<file path="config.mk">
export PLATFORM = sky130hd
export DESIGN_NAME = scale_frame_parser_flat
export DESIGN_NICKNAME = d
export VERILOG_FILES = /design/src/hdl/sfp_pkg.sv /design/src/hdl/sfp_if.sv /design/src/hdl/sfp_parse.sv /design/src/hdl/scale_frame_parser.sv /design/src/flat_wrapper.sv
export SDC_FILE = /design/constraint.sdc
export NUM_CORES = 1
export LEC_CHECK = 0
export BUFFER_PORTS_ARGS = -buffer_cell sky130_fd_sc_hd__buf_2
export CAP_MARGIN = 20
export CORE_MARGIN = 2
export CORE_UTILIZATION = 29
export CTS_BUF_LIST = sky130_fd_sc_hd__clkbuf_4 sky130_fd_sc_hd__clkbuf_8 sky130_fd_sc_hd__clkbuf_16
export CTS_CLUSTER_SIZE = 16
export DETAILED_ROUTE_END_ITERATION = 10
export PLACE_DENSITY = 0.46
export SLEW_MARGIN = 20
export SYNTH_ARGS = -nofsm -noshare
export SYNTH_HDL_FRONTEND = slang
export SYNTH_SLANG_ARGS = --single-unit
</file>
<file path="constraint.sdc">
create_clock -name clk -period 12.99 [get_ports clk]
set_clock_uncertainty 0.1 [all_clocks]
set_input_delay 3.897 -clock clk [delete_from_list [all_inputs] [get_ports clk]]
set_output_delay 3.897 -clock clk [all_outputs]
set_load 0.02 [all_outputs]
</file>
<file path="src/hdl/sfp_pkg.sv">
`timescale 1ns / 1ps

package sfp_pkg;

  // Characters per weight or tare field
  localparam int FIELD_CHARS = 6;
  localparam int TEXT_W = FIELD_CHARS * 8;
  localparam int CNT_W = 3;

  localparam logic [7:0] START_BYTE = 8'h02;
  localparam logic [7:0] CR_BYTE = 8'h0D;
  localparam logic [7:0] DIGIT_LO = 8'h30;
  localparam logic [7:0] DIGIT_HI = 8'h39;
  localparam logic [7:0] SPACE_BYTE = 8'h20;

  typedef struct packed {
    logic [TEXT_W-1:0] weight_text;
    logic [TEXT_W-1:0] tare_text;
    logic [1:0]        decimal_places;
    logic              unit_is_kg;
  } result_t;

  function automatic logic is_field_char(input logic [7:0] b);
    is_field_char = ((b >= DIGIT_LO) && (b <= DIGIT_HI)) || (b == SPACE_BYTE);
  endfunction

endpackage

</file>
<file path="src/hdl/sfp_if.sv">
`timescale 1ns / 1ps

interface sfp_byte_if;
  logic       valid;
  logic       ready;
  logic [7:0] rx_byte;

  modport source (output valid, output rx_byte, input ready);
  modport sink (input valid, input rx_byte, output ready);
endinterface

interface sfp_result_if;
  logic                        valid;
  logic                        ready;
  logic [sfp_pkg::TEXT_W-1:0]  weight_text;
  logic [sfp_pkg::TEXT_W-1:0]  tare_text;
  logic [1:0]                  decimal_places;
  logic                        unit_is_kg;

  modport source (output valid, output weight_text, output tare_text,
                  output decimal_places, output unit_is_kg, input ready);
  modport sink (input valid, input weight_text, input tare_text,
                input decimal_places, input unit_is_kg, output ready);
endinterface

</file>
<file path="src/hdl/sfp_parse.sv">
`timescale 1ns / 1ps

module sfp_parse (
  input  logic             clk,
  input  logic             rst,
  input  logic             advance,
  input  logic [7:0]       rx_byte,
  output logic             hit,
  output sfp_pkg::result_t result
);

  localparam logic [2:0] PH_HUNT   = 3'd0;
  localparam logic [2:0] PH_STAT_A = 3'd1;
  localparam logic [2:0] PH_STAT_B = 3'd2;
  localparam logic [2:0] PH_STAT_C = 3'd3;
  localparam logic [2:0] PH_WEIGHT = 3'd4;
  localparam logic [2:0] PH_TARE   = 3'd5;
  localparam logic [2:0] PH_CR     = 3'd6;
  localparam logic [2:0] PH_CKSUM  = 3'd7;

  logic [2:0]                     phase, phase_next;
  logic [6:0]                     sum, sum_next;
  logic [2:0]                     stat_a, stat_a_next;
  logic [4:0]                     stat_b, stat_b_next;
  logic [sfp_pkg::CNT_W-1:0]      count, count_next;
  logic [sfp_pkg::TEXT_W-1:0]     weight, weight_next;
  logic [sfp_pkg::TEXT_W-1:0]     tare, tare_next;
  logic [6:0]                     sum_add;
  logic [sfp_pkg::CNT_W:0]        count_inc;
  logic                           field_last;
  logic                           char_ok;

  assign sum_add = sum + rx_byte[6:0];
  assign count_inc = {1'b0, count} + (sfp_pkg::CNT_W+1)'(1);
  assign field_last = count_inc >= (sfp_pkg::CNT_W+1)'(sfp_pkg::FIELD_CHARS);
  assign char_ok = sfp_pkg::is_field_char(rx_byte);

  always_comb begin
    phase_next = phase;
    sum_next = sum;
    stat_a_next = stat_a;
    stat_b_next = stat_b;
    count_next = count;
    weight_next = weight;
    tare_next = tare;
    hit = 1'b0;
    case (phase)
      PH_HUNT: begin
        sum_next = rx_byte[6:0];
        if (rx_byte == sfp_pkg::START_BYTE) phase_next = PH_STAT_A;
      end
      PH_STAT_A: begin
        sum_next = sum_add;
        stat_a_next = rx_byte[2:0];
        phase_next = PH_STAT_B;
      end
      PH_STAT_B: begin
        sum_next = sum_add;
        stat_b_next = rx_byte[4:0];
        phase_next = PH_STAT_C;
      end
      PH_STAT_C: begin
        sum_next = sum_add;
        weight_next = '0;
        tare_next = '0;
        count_next = '0;
        phase_next = PH_WEIGHT;
      end
      PH_WEIGHT: begin
        sum_next = sum_add;
        if (!char_ok) begin
          count_next = '0;
          phase_next = PH_HUNT;
        end else begin
          weight_next = {weight[sfp_pkg::TEXT_W-9:0], rx_byte};
          if (field_last) begin
            count_next = '0;
            phase_next = PH_TARE;
          end else begin
            count_next = count_inc[sfp_pkg::CNT_W-1:0];
          end
        end
      end
      PH_TARE: begin
        sum_next = sum_add;
        if (!char_ok) begin
          count_next = '0;
          phase_next = PH_HUNT;
        end else begin
          tare_next = {tare[sfp_pkg::TEXT_W-9:0], rx_byte};
          if (field_last) begin
            count_next = '0;
            phase_next = PH_CR;
          end else begin
            count_next = count_inc[sfp_pkg::CNT_W-1:0];
          end
        end
      end
      PH_CR: begin
        sum_next = sum_add;
        phase_next = (rx_byte == sfp_pkg::CR_BYTE) ? PH_CKSUM : PH_HUNT;
      end
      PH_CKSUM: begin
        // checksum byte ends the frame either way
        hit = (sum_add == 7'd0) && (stat_b[3:1] == 3'd0);
        phase_next = PH_HUNT;
      end
      default: phase_next = PH_HUNT;
    endcase
  end

  always_comb begin
    result.weight_text = weight;
    result.tare_text = tare;
    result.unit_is_kg = stat_b[4];
    case (stat_a)
      3'd3:    result.decimal_places = 2'd1;
      3'd4:    result.decimal_places = 2'd2;
      3'd5:    result.decimal_places = 2'd3;
      default: result.decimal_places = 2'd0;
    endcase
  end

  always_ff @(posedge clk) begin
    if (rst) begin
      phase <= PH_HUNT;
      sum <= '0;
      stat_a <= '0;
      stat_b <= '0;
      count <= '0;
    end else if (advance) begin
      phase <= phase_next;
      sum <= sum_next;
      stat_a <= stat_a_next;
      stat_b <= stat_b_next;
      count <= count_next;
    end
  end

  always_ff @(posedge clk) begin
    if (advance) begin
      weight <= weight_next;
      tare <= tare_next;
    end
  end

endmodule

</file>
<file path="src/hdl/scale_frame_parser.sv">
`timescale 1ns / 1ps
// Result valid follows the checksum byte through the input and output registers.
// Throughput: one word per cycle; the input stalls only while a finished
// result sits in the output register and the sink holds ready low.
// Reset (rst, synchronous, active high) returns the parser to the hunt for
// the start byte and empties the input and output registers.

module scale_frame_parser (
  input  logic                 clk,
  input  logic                 rst,
  sfp_byte_if.sink             rx,
  sfp_result_if.source         result
);

  logic             in_valid;
  logic [7:0]       in_byte;
  logic             out_valid;
  logic             advance;
  logic             hit;
  sfp_pkg::result_t parsed;
  sfp_pkg::result_t out_data;

  // Move the held word into the parser when the output register can take a result
  assign advance = in_valid && (!out_valid || result.ready);
  assign rx.ready = !in_valid || !out_valid || result.ready;

  always_ff @(posedge clk) begin
    if (rst) begin
      in_valid <= 1'b0;
    end else if (rx.ready) begin
      in_valid <= rx.valid;
    end
  end

  always_ff @(posedge clk) begin
    if (rx.ready && rx.valid) in_byte <= rx.rx_byte;
  end

  sfp_parse u_parse (
    .clk     (clk),
    .rst     (rst),
    .advance (advance),
    .rx_byte (in_byte),
    .hit     (hit),
    .result  (parsed)
  );

  always_ff @(posedge clk) begin
    if (rst) begin
      out_valid <= 1'b0;
    end else if (advance && hit) begin
      out_valid <= 1'b1;
    end else if (result.ready) begin
      out_valid <= 1'b0;
    end
  end

  always_ff @(posedge clk) begin
    if (advance && hit) out_data <= parsed;
  end

  assign result.valid = out_valid;
  assign result.weight_text = out_data.weight_text;
  assign result.tare_text = out_data.tare_text;
  assign result.decimal_places = out_data.decimal_places;
  assign result.unit_is_kg = out_data.unit_is_kg;

endmodule

</file>
<file path="src/flat_wrapper.sv">
// flat-port wrapper written by rule: the top's interface ports become plain ports
module scale_frame_parser_flat 
  (clk, rst, rx_valid, rx_rx_byte, rx_ready, result_valid, result_weight_text, result_tare_text, result_decimal_places, result_unit_is_kg, result_ready);
  sfp_byte_if rx_i ();
  sfp_result_if result_i ();
  input  logic clk;
  input  logic rst;
  input wire logic [$bits(rx_i.valid)-1:0] rx_valid;
  input wire logic [$bits(rx_i.rx_byte)-1:0] rx_rx_byte;
  output wire logic [$bits(rx_i.ready)-1:0] rx_ready;
  output wire logic [$bits(result_i.valid)-1:0] result_valid;
  output wire logic [$bits(result_i.weight_text)-1:0] result_weight_text;
  output wire logic [$bits(result_i.tare_text)-1:0] result_tare_text;
  output wire logic [$bits(result_i.decimal_places)-1:0] result_decimal_places;
  output wire logic [$bits(result_i.unit_is_kg)-1:0] result_unit_is_kg;
  input wire logic [$bits(result_i.ready)-1:0] result_ready;
  assign rx_i.valid = rx_valid;
  assign rx_i.rx_byte = rx_rx_byte;
  assign rx_ready = rx_i.ready;
  assign result_valid = result_i.valid;
  assign result_weight_text = result_i.weight_text;
  assign result_tare_text = result_i.tare_text;
  assign result_decimal_places = result_i.decimal_places;
  assign result_unit_is_kg = result_i.unit_is_kg;
  assign result_i.ready = result_ready;
  scale_frame_parser u_core (.clk(clk), .rst(rst), .rx(rx_i), .result(result_i));
endmodule
</file>
==> impl_results.md, run 1 <==
- Total of cells resized after clock tree synthesis: 0
- Element type at the critical path end: primary output
- Number of rows created at floorplan: 61
- Worst r2r src: u_core.in_byte[0]
- Cell taking the most area after synthesis: sky130_fd_sc_hd__edfxtp_1
- Number of nets with antenna violations after routing: 0
- Floorplan die height: 172 um
- Async set-reset flop share out of synthesis: 0%
- Final hold violations: 0
- Critical path startpoint category: primary input
- Maximum clock frequency: 119 MHz
- Outcome: finished clean
- Instance count of the mapped netlist: 494
- Crit path launch: result_ready
- Number of antenna violations at the first check in global routing: 0
- Syn_area_per_cell: 16.6 um2
- Post-synth top flop: sky130_fd_sc_hd__edfxtp_1
- Via count of the first global-routing pass: 4406
- Post-route worst setup slack: 4.58 ns
- Maximum number of pins on one net before global-route repair: 53
- Area growth syn-to-layout: 23.0%
- WHS: 0.318 ns
- Antenna diode instance count: 0
- DP HPWL: 9530 um
- Setup-violating endpoint count in the final report: 0
- Total number of vias: 4356
- Clock transition time at the flip-flop clock pins of the worst setup and hold paths: 0.06 ns
- RSZ-0062 raised after global routing: false
- CP Data Arrival Time: 4.41 ns
- Top area cells in the synthesized netlist: sky130_fd_sc_hd__edfxtp_1 74%, sky130_fd_sc_hd__and2_1 7.1%, sky130_fd_sc_hd__dfxtp_1 5.4%, sky130_fd_sc_hd__nor2_1 1.3%, sky130_fd_sc_hd__ha_1 1.2%
- Total power per unit cell area: 150 nW/um2
- Detailed router's first-iteration violation count: 342
- Via-to-Cell Ratio: 4.27
- Clock buffer depth: 3
- Starting density of the core: 29.5%
- Skew-Pair Late Insertion Delay: 0.51 ns
- Router iterations before antenna repair: 4
- WL final: 15300 um
- Category of the critical setup timing path: primary input to primary output
- Port Buf Inserts: 112
- Depth of the CTS H-tree: 1
- Number of CTS-inserted buffers: 26
- Wire length of the first global-routing pass: 23700 um
- Area of the die: 29700 um2
- Ratio of final minimum period to clock period: 64.7%
- Critical hold path startpoint: u_core.u_parse.tare[44]
- Static power due to leakage: 3.59 nW
- Cts hold-fix bufs: 0
- Final Wtd Congestion: 0.790
- Ports placed on the boundary: 113
- Total DRC errors in the routed layout: 0
- Share of Yosys cell area claimed by the top area cell type: 74.2%
- Area of the multi-input gates: 1630 um2
- Max cap viols: 0
- Footprint of the flip-flops and latches: 6540 um2
- Post-CTS setup buffer count: 0
- Highest net fanout along the worst path: 2
- Number of nets in the layout: 643
- Post-synthesis cell type count: 49
- Sequential element share of the synthesized area: 79.6%
- Setup tns final: 0 ns
- Total nets after synthesis: 515
- Proportion of layout cells with a drive suffix above 1: 26.5%
- Path class of the lowest-slack min-delay path: flip-flop to flip-flop
- Post-synth EDFFs: 203
- Number of fillers in the final layout: 2640
- Remaining global-route overflow: 0
- Slew at the pin closest to its max-slew limit: 0.854 ns
- Worst Path Required: 8.99 ns
- Overall fraction of global-route tracks in use: 10.2%
- Normalized max-slew margin: 42.9%
- Final cell utilization of the core: 36.3%
- Synthesized flop and latch total: 225
- Final critical-path required period: 8.41 ns
- WL per Instance: 15.0 um
- Die boundary width: 172 um
- Number of pins with negative max-slew slack in the final report: 0
- Clock tree from TritonCTS: done
- Warning count from the yosys run: 0
- CTS root buf: sky130_fd_sc_hd__clkbuf_16
- Clock sink count: 225
- Worst vdd rail ir drop: 0.0859 mV
- Synth Cell Area: 8220 um2
- Core area: 27900 um2
- Placement Setup Slack: 4.59 ns
==> metrics by stage <==
| step | instances | power (mW) | area (um2) |
|---|---|---|---|
| 2_1_floorplan | 494 | 0.819 | 8220 |
| 3_3_place_gp | 972 | 0.829 | 9260 |
| 3_5_place_dp | 972 | 0.830 | 9260 |
| 4_1_cts | 1019 | 1.54 | 10100 |
| 5_1_grt | 1019 | 1.58 | 10100 |
| 6_report | 1019 | 1.52 | 10100 |
==> path summary, 6_finish.rpt <==
check,endpoint,slack [ns],cells after the start
setup reg to reg,u_core.result.tare_text[15],9.71,9
hold / removal,u_core.result.tare_text[44],0.32,0
hold reg to reg,u_core.result.tare_text[44],0.32,0
setup / recovery,rx_ready,4.58,4
==> worst max-delay path, cell delays in order <==
cell and delay [ns]:
sky130_fd_sc_hd__buf_2 0.11, sky130_fd_sc_hd__nor2b_1 0.15, sky130_fd_sc_hd__nand2_1 0.09, sky130_fd_sc_hd__buf_2 0.17
==> cells by family (layout without fill, tap and decap cells) <==
group / Yosys count / in the layout / synth area share [%]
adders and majority gates: 9 / 9 / 1.46
muxes: 10 / 10 / 1.22
buffers and inverters: 24 / 171 / 1.13
AOI/OAI and AO/OA: 40 / 40 / 3.49
DFF: 225 / 225 / 79.6
xor gates and xnor gates: 7 / 7 / 0.746
and+or+nand+nor: 179 / 179 / 12.4
==> layout make-up <==
cell class / instances / share of cell area [%]
Tap cell: 378 / 4.68
Timing Repair Buffer: 116 / 5.84
Sequential cell: 225 / 64.7
Inverter: 8 / 0.297
Clock buffer: 37 / 7.61
Clock inverter: 10 / 0.829
Multi-Input combinational cell: 245 / 16.1
==> where the power goes <==
| part | switching, mW | internal (mW) |
|---|---|---|
| sequential | 0.00638 | 0.781 |
| clock | 0.274 | 0.432 |
| combinational | 0.0160 | 0.0104 |
| total | 0.296 | 1.22 |
==> placed cells by master (no fill, tap or decap), types with 3 or more instances in the layout <==
master | synthesis | final
sky130_fd_sc_hd__nor2_4 | 0 | 3
sky130_fd_sc_hd__clkinv_2 | 0 | 3
sky130_fd_sc_hd__clkbuf_4 | 0 | 7
sky130_fd_sc_hd__buf_4 | 0 | 4
sky130_fd_sc_hd__nor4_1 | 3 | 3
sky130_fd_sc_hd__xnor2_1 | 5 | 5
sky130_fd_sc_hd__edfxtp_1 | 203 | 203
sky130_fd_sc_hd__o211a_1 | 3 | 3
sky130_fd_sc_hd__nor2_1 | 29 | 26
sky130_fd_sc_hd__inv_1 | 8 | 8
sky130_fd_sc_hd__nand3_1 | 11 | 11
sky130_fd_sc_hd__nand2_1 | 10 | 10
sky130_fd_sc_hd__clkbuf_8 | 0 | 3
sky130_fd_sc_hd__clkbuf_16 | 0 | 27
sky130_fd_sc_hd__ha_1 | 8 | 8
sky130_fd_sc_hd__o21ai_0 | 3 | 3
sky130_fd_sc_hd__mux2i_1 | 10 | 10
sky130_fd_sc_hd__nand2b_1 | 3 | 3
sky130_fd_sc_hd__dfxtp_1 | 22 | 22
sky130_fd_sc_hd__or3_1 | 3 | 3
sky130_fd_sc_hd__a211oi_1 | 4 | 4
sky130_fd_sc_hd__a21oi_1 | 11 | 10
sky130_fd_sc_hd__clkinv_1 | 0 | 3
sky130_fd_sc_hd__nor3_1 | 11 | 10
sky130_fd_sc_hd__nor2b_1 | 5 | 5
sky130_fd_sc_hd__buf_2 | 2 | 112
sky130_fd_sc_hd__and2_1 | 93 | 93
==> flip-flops by register name, summed over array words and instances, names as in the netlist <==
register                      cells
u_core.result.unit_is_kg          1
u_core.u_parse.sum                7
u_core.u_parse.weight            48
u_core.in_byte                    8
u_core.u_parse.phase              3
u_core.u_parse.tare              48
u_core.result.weight_text        48
u_core.in_valid                   1
u_core.result.decimal_places      2
u_core.u_parse.count              3
u_core.result.valid               1
u_core.u_parse.stat_b             4
u_core.result.tare_text          48
u_core.u_parse.stat_a             3
==> synthesized netlist by cell type, types with 2 or more instances <==
cell type and n:
sky130_fd_sc_hd__mux2i_1 10, sky130_fd_sc_hd__a21oi_1 11, sky130_fd_sc_hd__xor2_1 2, sky130_fd_sc_hd__o211a_1 3
sky130_fd_sc_hd__ha_1 8, sky130_fd_sc_hd__o211ai_1 2, sky130_fd_sc_hd__nand2b_1 3, sky130_fd_sc_hd__buf_2 2
sky130_fd_sc_hd__nor4_1 3, sky130_fd_sc_hd__edfxtp_1 203, sky130_fd_sc_hd__o31ai_1 2, sky130_fd_sc_hd__clkbuf_1 13
sky130_fd_sc_hd__xnor2_1 5, sky130_fd_sc_hd__nand3_1 11, sky130_fd_sc_hd__a211oi_1 4, sky130_fd_sc_hd__and2_1 93
sky130_fd_sc_hd__nor2b_1 5, sky130_fd_sc_hd__nor2_1 29, sky130_fd_sc_hd__or3_1 3, sky130_fd_sc_hd__dfxtp_1 22
sky130_fd_sc_hd__o32ai_1 2, sky130_fd_sc_hd__nand2_1 10, sky130_fd_sc_hd__inv_1 8, sky130_fd_sc_hd__nor3_1 11
sky130_fd_sc_hd__a21o_1 2, sky130_fd_sc_hd__o21bai_1 2, sky130_fd_sc_hd__o21ai_0 3
==> routing by layer <==
layer / share of wire, % / track usage (%) / vias to the layer above / routed length [um]
met5: 0 / 0 / - / 0
met3: 5.7 / 2.24 / 28 / 866
met2: 47 / 17.0 / 115 / 7240
met4: 1.8 / 2.92 / 0 / 275
met1: 45 / 13.4 / 2135 / 6880
li1: - / - / 2078 / -
Power figures use the tool's default switching activity.
==> inputs of run 2 (changes only) <==
ABC_AREA = 1   (was not set)
clock period = 8.2 ns   (was 12.99 ns; I/O delays follow)
==> run 2 against run 1 <==
Against the previous run: critical path depth rose by 2; area after synthesis grew 2.1%; synthesized cell count increased by 32%; first-iteration DRC count fell by 18%; hold slack got worse by 0.0014 ns; utilization is 0.42 points lower; sequential power rose by 57%; non-clock buffer count increased by 1; clock power up 49%; global-route usage grew 0.079 points; sequential share of layout area fell by 0.82 points; combinational power up 58%.
==> impl_results.md, run 2 <==
- Total nets after synthesis: 672
- Commonest cells in the netlist: 203 x sky130_fd_sc_hd__edfxtp_1, 130 x sky130_fd_sc_hd__inv_1, 130 x sky130_fd_sc_hd__nor2_1
- Top area cells in the synthesized netlist: sky130_fd_sc_hd__edfxtp_1 73%, sky130_fd_sc_hd__inv_1 5.8%, sky130_fd_sc_hd__nor2_1 5.8%, sky130_fd_sc_hd__dfxtp_1 5.3%, sky130_fd_sc_hd__nand2_1 2.8%
- Proportion of layout cells with a drive suffix above 1: 22.0%
- Warning count from the yosys run: 0
- Number of antenna violations at the first check in global routing: 0
- Most frequent standard cell in the layout excluding fill and tap cells: sky130_fd_sc_hd__edfxtp_1
- Static power due to leakage: 4.19 nW
- Total number of vias: 4671
- Area of the die: 30300 um2
- Post-synth top flop: sky130_fd_sc_hd__edfxtp_1
- Die boundary width: 174 um
- Instance count of the mapped netlist: 651
- Floorplan die height: 174 um
- Worst Path Required: 5.64 ns
- Reg-to-reg slack, setup: 4.53 ns
- Synthesized flop and latch total: 225
- Ports placed on the boundary: 113
- Async set-reset flop share out of synthesis: 0%
- Normalized max-slew margin: 53.1%
- Clock transition time at the flip-flop clock pins of the worst setup and hold paths: 0.05 ns
- Number of pins with negative max-slew slack in the final report: 0
- Worst reg-to-reg path cell count: 11
- Detailed router's first-iteration violation count: 280
- Worst-path cell chain: buf_2, nor2_1, inv_1, nor2_1, inv_1, buf_2
- Clock tree from TritonCTS: done
- Syn_area_per_cell: 12.9 um2
- Share of Yosys cell area claimed by the top area cell type: 72.7%
- CTS root buf: sky130_fd_sc_hd__clkbuf_16
- Slowest stage cell on the critical path: sky130_fd_sc_hd__nor2_1
- Core area: 28500 um2
- Number of fillers in the final layout: 2871
- DP HPWL: 9480 um
- Depth of the CTS H-tree: 1
- Cts hold-fix bufs: 0
- Sequential element share of the synthesized area: 78.0%
- Number of CTS-inserted buffers: 25
- Crit path launch: result_ready
- WL final: 15500 um
- Slew at the pin closest to its max-slew limit: 0.703 ns
- Clock buffer depth: 3
- Remaining global-route overflow: 0
- Commonest non-fill, non-tap cells in the layout: 203 x sky130_fd_sc_hd__edfxtp_1, 130 x sky130_fd_sc_hd__inv_1, 128 x sky130_fd_sc_hd__nor2_1
- Number of nets in the layout: 804
- RSZ-0062 raised after global routing: false
- Setup tns final: 0 ns
- Final critical-path required period: 5.68 ns
- Maximum clock frequency: 176 MHz
- Via-to-Cell Ratio: 3.95
- Area growth syn-to-layout: 22.1%
- CP peak stage delay: 0.15 ns
- Total DRC errors in the routed layout: 0
- Via count of the first global-routing pass: 4625
- Total power per unit cell area: 228 nW/um2
- Number of rows created at floorplan: 62
- Max cap viols: 0
- Post-synth EDFFs: 203
- Critical path capture point: rx_ready
- Highest net fanout along the worst path: 2
- Skew-Pair Late Insertion Delay: 0.51 ns
- Ratio of final minimum period to clock period: 69.3%
- Element type at the critical path end: primary output
- Router iterations before antenna repair: 5
- Starting density of the core: 29.4%
- Synth Cell Area: 8380 um2
- Final cell utilization of the core: 35.9%
- Final Wtd Congestion: 0.822
- Critical path startpoint category: primary input
- Clock sink count: 225
- Category of the critical setup timing path: primary input to primary output
- Cell taking the most area after synthesis: sky130_fd_sc_hd__edfxtp_1
- Maximum number of pins on one net before global-route repair: 55
- Post-CTS setup buffer count: 0
- CP Data Arrival Time: 3.12 ns
- Antenna diode instance count: 0
- Setup-violating endpoint count in the final report: 0
- Final hold violations: 0
- Count leader, synth: sky130_fd_sc_hd__edfxtp_1
- Total of cells resized after clock tree synthesis: 0
- Port Buf Inserts: 112
- Outcome: finished clean
- Number of nets with antenna violations after routing: 0
- Path class of the lowest-slack min-delay path: flip-flop to flip-flop
- Overall fraction of global-route tracks in use: 10.3%
- Wire length of the first global-routing pass: 24700 um
- WL per Instance: 13.1 um
- Worst vdd rail ir drop: 0.136 mV
- Worst r2r src: u_core.in_byte[0]
- Post-synthesis cell type count: 28
- Destination of the worst register-to-register timing path: u_core.result.weight_text[6]
run 2: cells by family after synthesis:
| group | after synthesis | share of synthesized area (%) |
|---|---|---|
| AO/OA/AOI/OAI | 49 | 3.19 |
| XOR/XNOR | 1 | 0.104 |
| adder cells (fa/ha/maj) | 9 | 1.43 |
| buffers and inverters | 146 | 6.63 |
| flip-flops | 225 | 78.0 |
| AND/OR/NAND/NOR | 221 | 10.7 |
run 2: how the worst min path moves through the flow:
stage                               from  cells after the start                       endpoint
6_report         u_core.u_parse.tare[44]                      0    u_core.result.tare_text[44]
5_1_grt          u_core.u_parse.tare[46]                      0    u_core.result.tare_text[46]
4_1_cts        u_core.u_parse.weight[43]                      0  u_core.result.weight_text[43]
3_5_place_dp     u_core.u_parse.tare[44]                      0    u_core.result.tare_text[44]
3_3_place_gp   u_core.u_parse.weight[43]                      0  u_core.result.weight_text[43]
2_1_floorplan    u_core.u_parse.tare[40]                      0    u_core.result.tare_text[40]
run 2: final cells by class:
type	instances	area, um2	share of cell area (%)
Clock inverter	9	71.3	0.697
Tap cell	384	480	4.69
Inverter	134	503	4.91
Clock buffer	35	701	6.84
Multi-Input combinational cell	280	1330	13.0
Timing Repair Buffer	117	618	6.04
Sequential cell	225	6540	63.8
run 2: critical path, delay by kind of cell:
family | cells | cell delay, ns
buffers and inverters | 4 | 0.37
and+or+nand+nor | 2 | 0.27
run 2: stage by stage:
stage                     hold slack [ns]  instances  setup slack, ns  power (mW)  cell area [um2]
final                               0.316       1184             2.52        2.33            10200
after global routing                0.322       1184             2.42        2.42            10200
after CTS                           0.319       1183             2.51        2.38            10200
after detailed placement            0.305       1139             2.51        1.31             9430
after global placement              0.302       1139             2.52        1.31             9430
after floorplan                     0.300        651            0.694        1.29             8390
run 2: routing by layer:
layer / wire length [um] / vias to the layer above / GRT usage [%]
met1: 7070 / 2141 / 13.9
li1: - / 2392 / -
met2: 7170 / 116 / 16.3
met5: 0 / - / 0
met3: 918 / 22 / 2.25
met4: 316 / 0 / 3.47
run 2: power breakdown:
part	internal, mW	switching [mW]
Combinational	0.0137	0.0282
Clock	0.626	0.423
Sequential	1.24	0.00448
==> inputs of run 3 (changes only) <==
PLACE_DENSITY = 0.47   (was 0.46)
clock period = 5 ns   (was 8.2 ns; I/O delays follow)
==> run 3 against run 2 <==
Against the previous run: sequential power grew 65%; non-clock buffer count down 2; largest cell class unchanged; critical path depth did not move; combinational power grew 64%; wire length decreased by 1.7%; critical endpoint unchanged; setup slack worse by 1.3 ns; global-route usage fell by 0.32 points; count of clock-buffer cells in the layout shrank 4; clock power grew 73%.
==> impl_results.md, run 3 (same netlist as run 2, synthesis figures left out) <==
- Outcome: finished clean
- Die boundary width: 174 um
- Element type at the critical path end: primary output
- Number of antenna violations at the first check in global routing: 0
- Setup-violating endpoint count in the final report: 0
- Highest net fanout along the worst path: 2
- Worst reg-to-reg path cell count: 10
- Final cell utilization of the core: 36.0%
- Clock transition time at the flip-flop clock pins of the worst setup and hold paths: 0.06 ns
- WHS: 0.318 ns
- Area growth syn-to-layout: 22.7%
- Final critical-path required period: 3.80 ns
- Critical path startpoint category: primary input
- Maximum number of pins on one net before global-route repair: 100
- Ports placed on the boundary: 113
- Crit path launch: result_ready
- Number of rows created at floorplan: 62
- Normalized max-slew margin: 34.1%
- Total power per unit cell area: 381 nW/um2
- Proportion of layout cells with a drive suffix above 1: 22.0%
- DP Cell Count: 1138
- Final hold violations: 0
- Number of standard cells in the final layout excluding fillers: 1184
- RSZ-0062 raised after global routing: false
- Post-route worst setup slack: 1.20 ns
- Post-CTS setup buffer count: 0
- Router iterations before antenna repair: 4
- Number of nets in the layout: 802
- Remaining global-route overflow: 0
- Total of cells resized after clock tree synthesis: 0
- Detailed router's first-iteration violation count: 287
- Port Buf Inserts: 112
- Floorplan die height: 174 um
- Via count of the first global-routing pass: 4480
- WL per Instance: 12.9 um
- Starting density of the core: 29.4%
- Clock tree from TritonCTS: done
- Area of the die: 30300 um2
- Total number of vias: 4742
- Skew-Pair Late Insertion Delay: 0.53 ns
- Antenna diode instance count: 0
- Setup tns final: 0 ns
- Final Wtd Congestion: 0.805
- Overall fraction of global-route tracks in use: 9.94%
- WL final: 15200 um
- Core area: 28500 um2
- Depth of the CTS H-tree: 1
- Total DRC errors in the routed layout: 0
- Maximum clock frequency: 263 MHz
- Commonest non-fill, non-tap cells in the layout: 203 x sky130_fd_sc_hd__edfxtp_1, 130 x sky130_fd_sc_hd__inv_1, 127 x sky130_fd_sc_hd__nor2_1
- Ratio of final minimum period to clock period: 75.9%
- CP Data Arrival Time: 2.20 ns
- Via-to-Cell Ratio: 4.01
- Placement Setup Slack: 1.19 ns
- Wire length of the first global-routing pass: 24100 um
- WHS Path Cells: 0
- CTS root buf: sky130_fd_sc_hd__clkbuf_16
- Static power due to leakage: 4.20 nW
- DP HPWL: 9260 um
- Slew at the pin closest to its max-slew limit: 0.986 ns
- Cts hold-fix bufs: 0
- Most frequent standard cell in the layout excluding fill and tap cells: sky130_fd_sc_hd__edfxtp_1
- Number of CTS-inserted buffers: 25
- Number of pins with negative max-slew slack in the final report: 0
- Number of nets with antenna violations after routing: 0
- Worst r2r src: u_core.in_byte[0]
- Max cap viols: 0
- Clock sink count: 225
- Category of the critical setup timing path: primary input to primary output
- Worst Path Required: 3.40 ns
- Path class of the lowest-slack min-delay path: flip-flop to flip-flop
- Worst vdd rail ir drop: 0.215 mV
- Clock buffer depth: 3
- Critical hold path startpoint: u_core.u_parse.tare[45]
-- run 3: cell count changes in the layout (fill, tap and decap cells not counted), sizes merged --
cell | before | now
buf | 117 | 115
bufinv | 1 | 2
clkbuf | 35 | 31
clkinv | 6 | 10
inv | 134 | 135
-- run 3: layout make-up --
class | instances | area, um2
tap | 384 | 480
inverter | 134 | 503
clock buffer | 31 | 689
multi-input combinational | 280 | 1340
sequential | 225 | 6540
clock inverter | 15 | 139
timing repair buffer | 115 | 596
fill | 2833 | 18300
-- run 3: final timing paths --
| path | end | slack, ns |
|---|---|---|
| worst max-delay path | rx_ready | 1.20 |
| worst min-delay path | u_core.result.tare_text[45] | 0.32 |
| worst max register to register | u_core.result.tare_text[40] | 2.11 |
| worst min register to register | u_core.result.tare_text[45] | 0.32 |
-- run 3: metal layers --
layer	routed length [um]	share of wire (%)	GRT usage (%)	vias up
met1	7020	46	13.5	2191
met3	872	5.7	2.49	35
met4	505	3.3	4.20	0
li1	-	-	-	2394
met5	0	0	0	-
met2	6820	45	15.1	122
-- run 3: through the flow --
stage / instance area (um2) / total power, mW
final: 10300 / 3.92
after CTS: 10300 / 3.97
after global routing: 10300 / 4.07
after global placement: 9450 / 2.14
after detailed placement: 9450 / 2.14
after floorplan: 8410 / 2.12
-- run 3: power breakdown --
group	internal (mW)	total, mW	switching [mW]
sequential	2.03	2.04	0.00744
clock	1.08	1.82	0.733
combinational	0.0229	0.0687	0.0458
total	3.14	3.92	0.786
-- run 3: worst max-delay path, cell delays in order --
cell	delay, ns
sky130_fd_sc_hd__buf_2	0.10
sky130_fd_sc_hd__nor2_2	0.16
sky130_fd_sc_hd__inv_1	0.07
sky130_fd_sc_hd__nor2_1	0.14
sky130_fd_sc_hd__inv_1	0.07
sky130_fd_sc_hd__buf_2	0.16
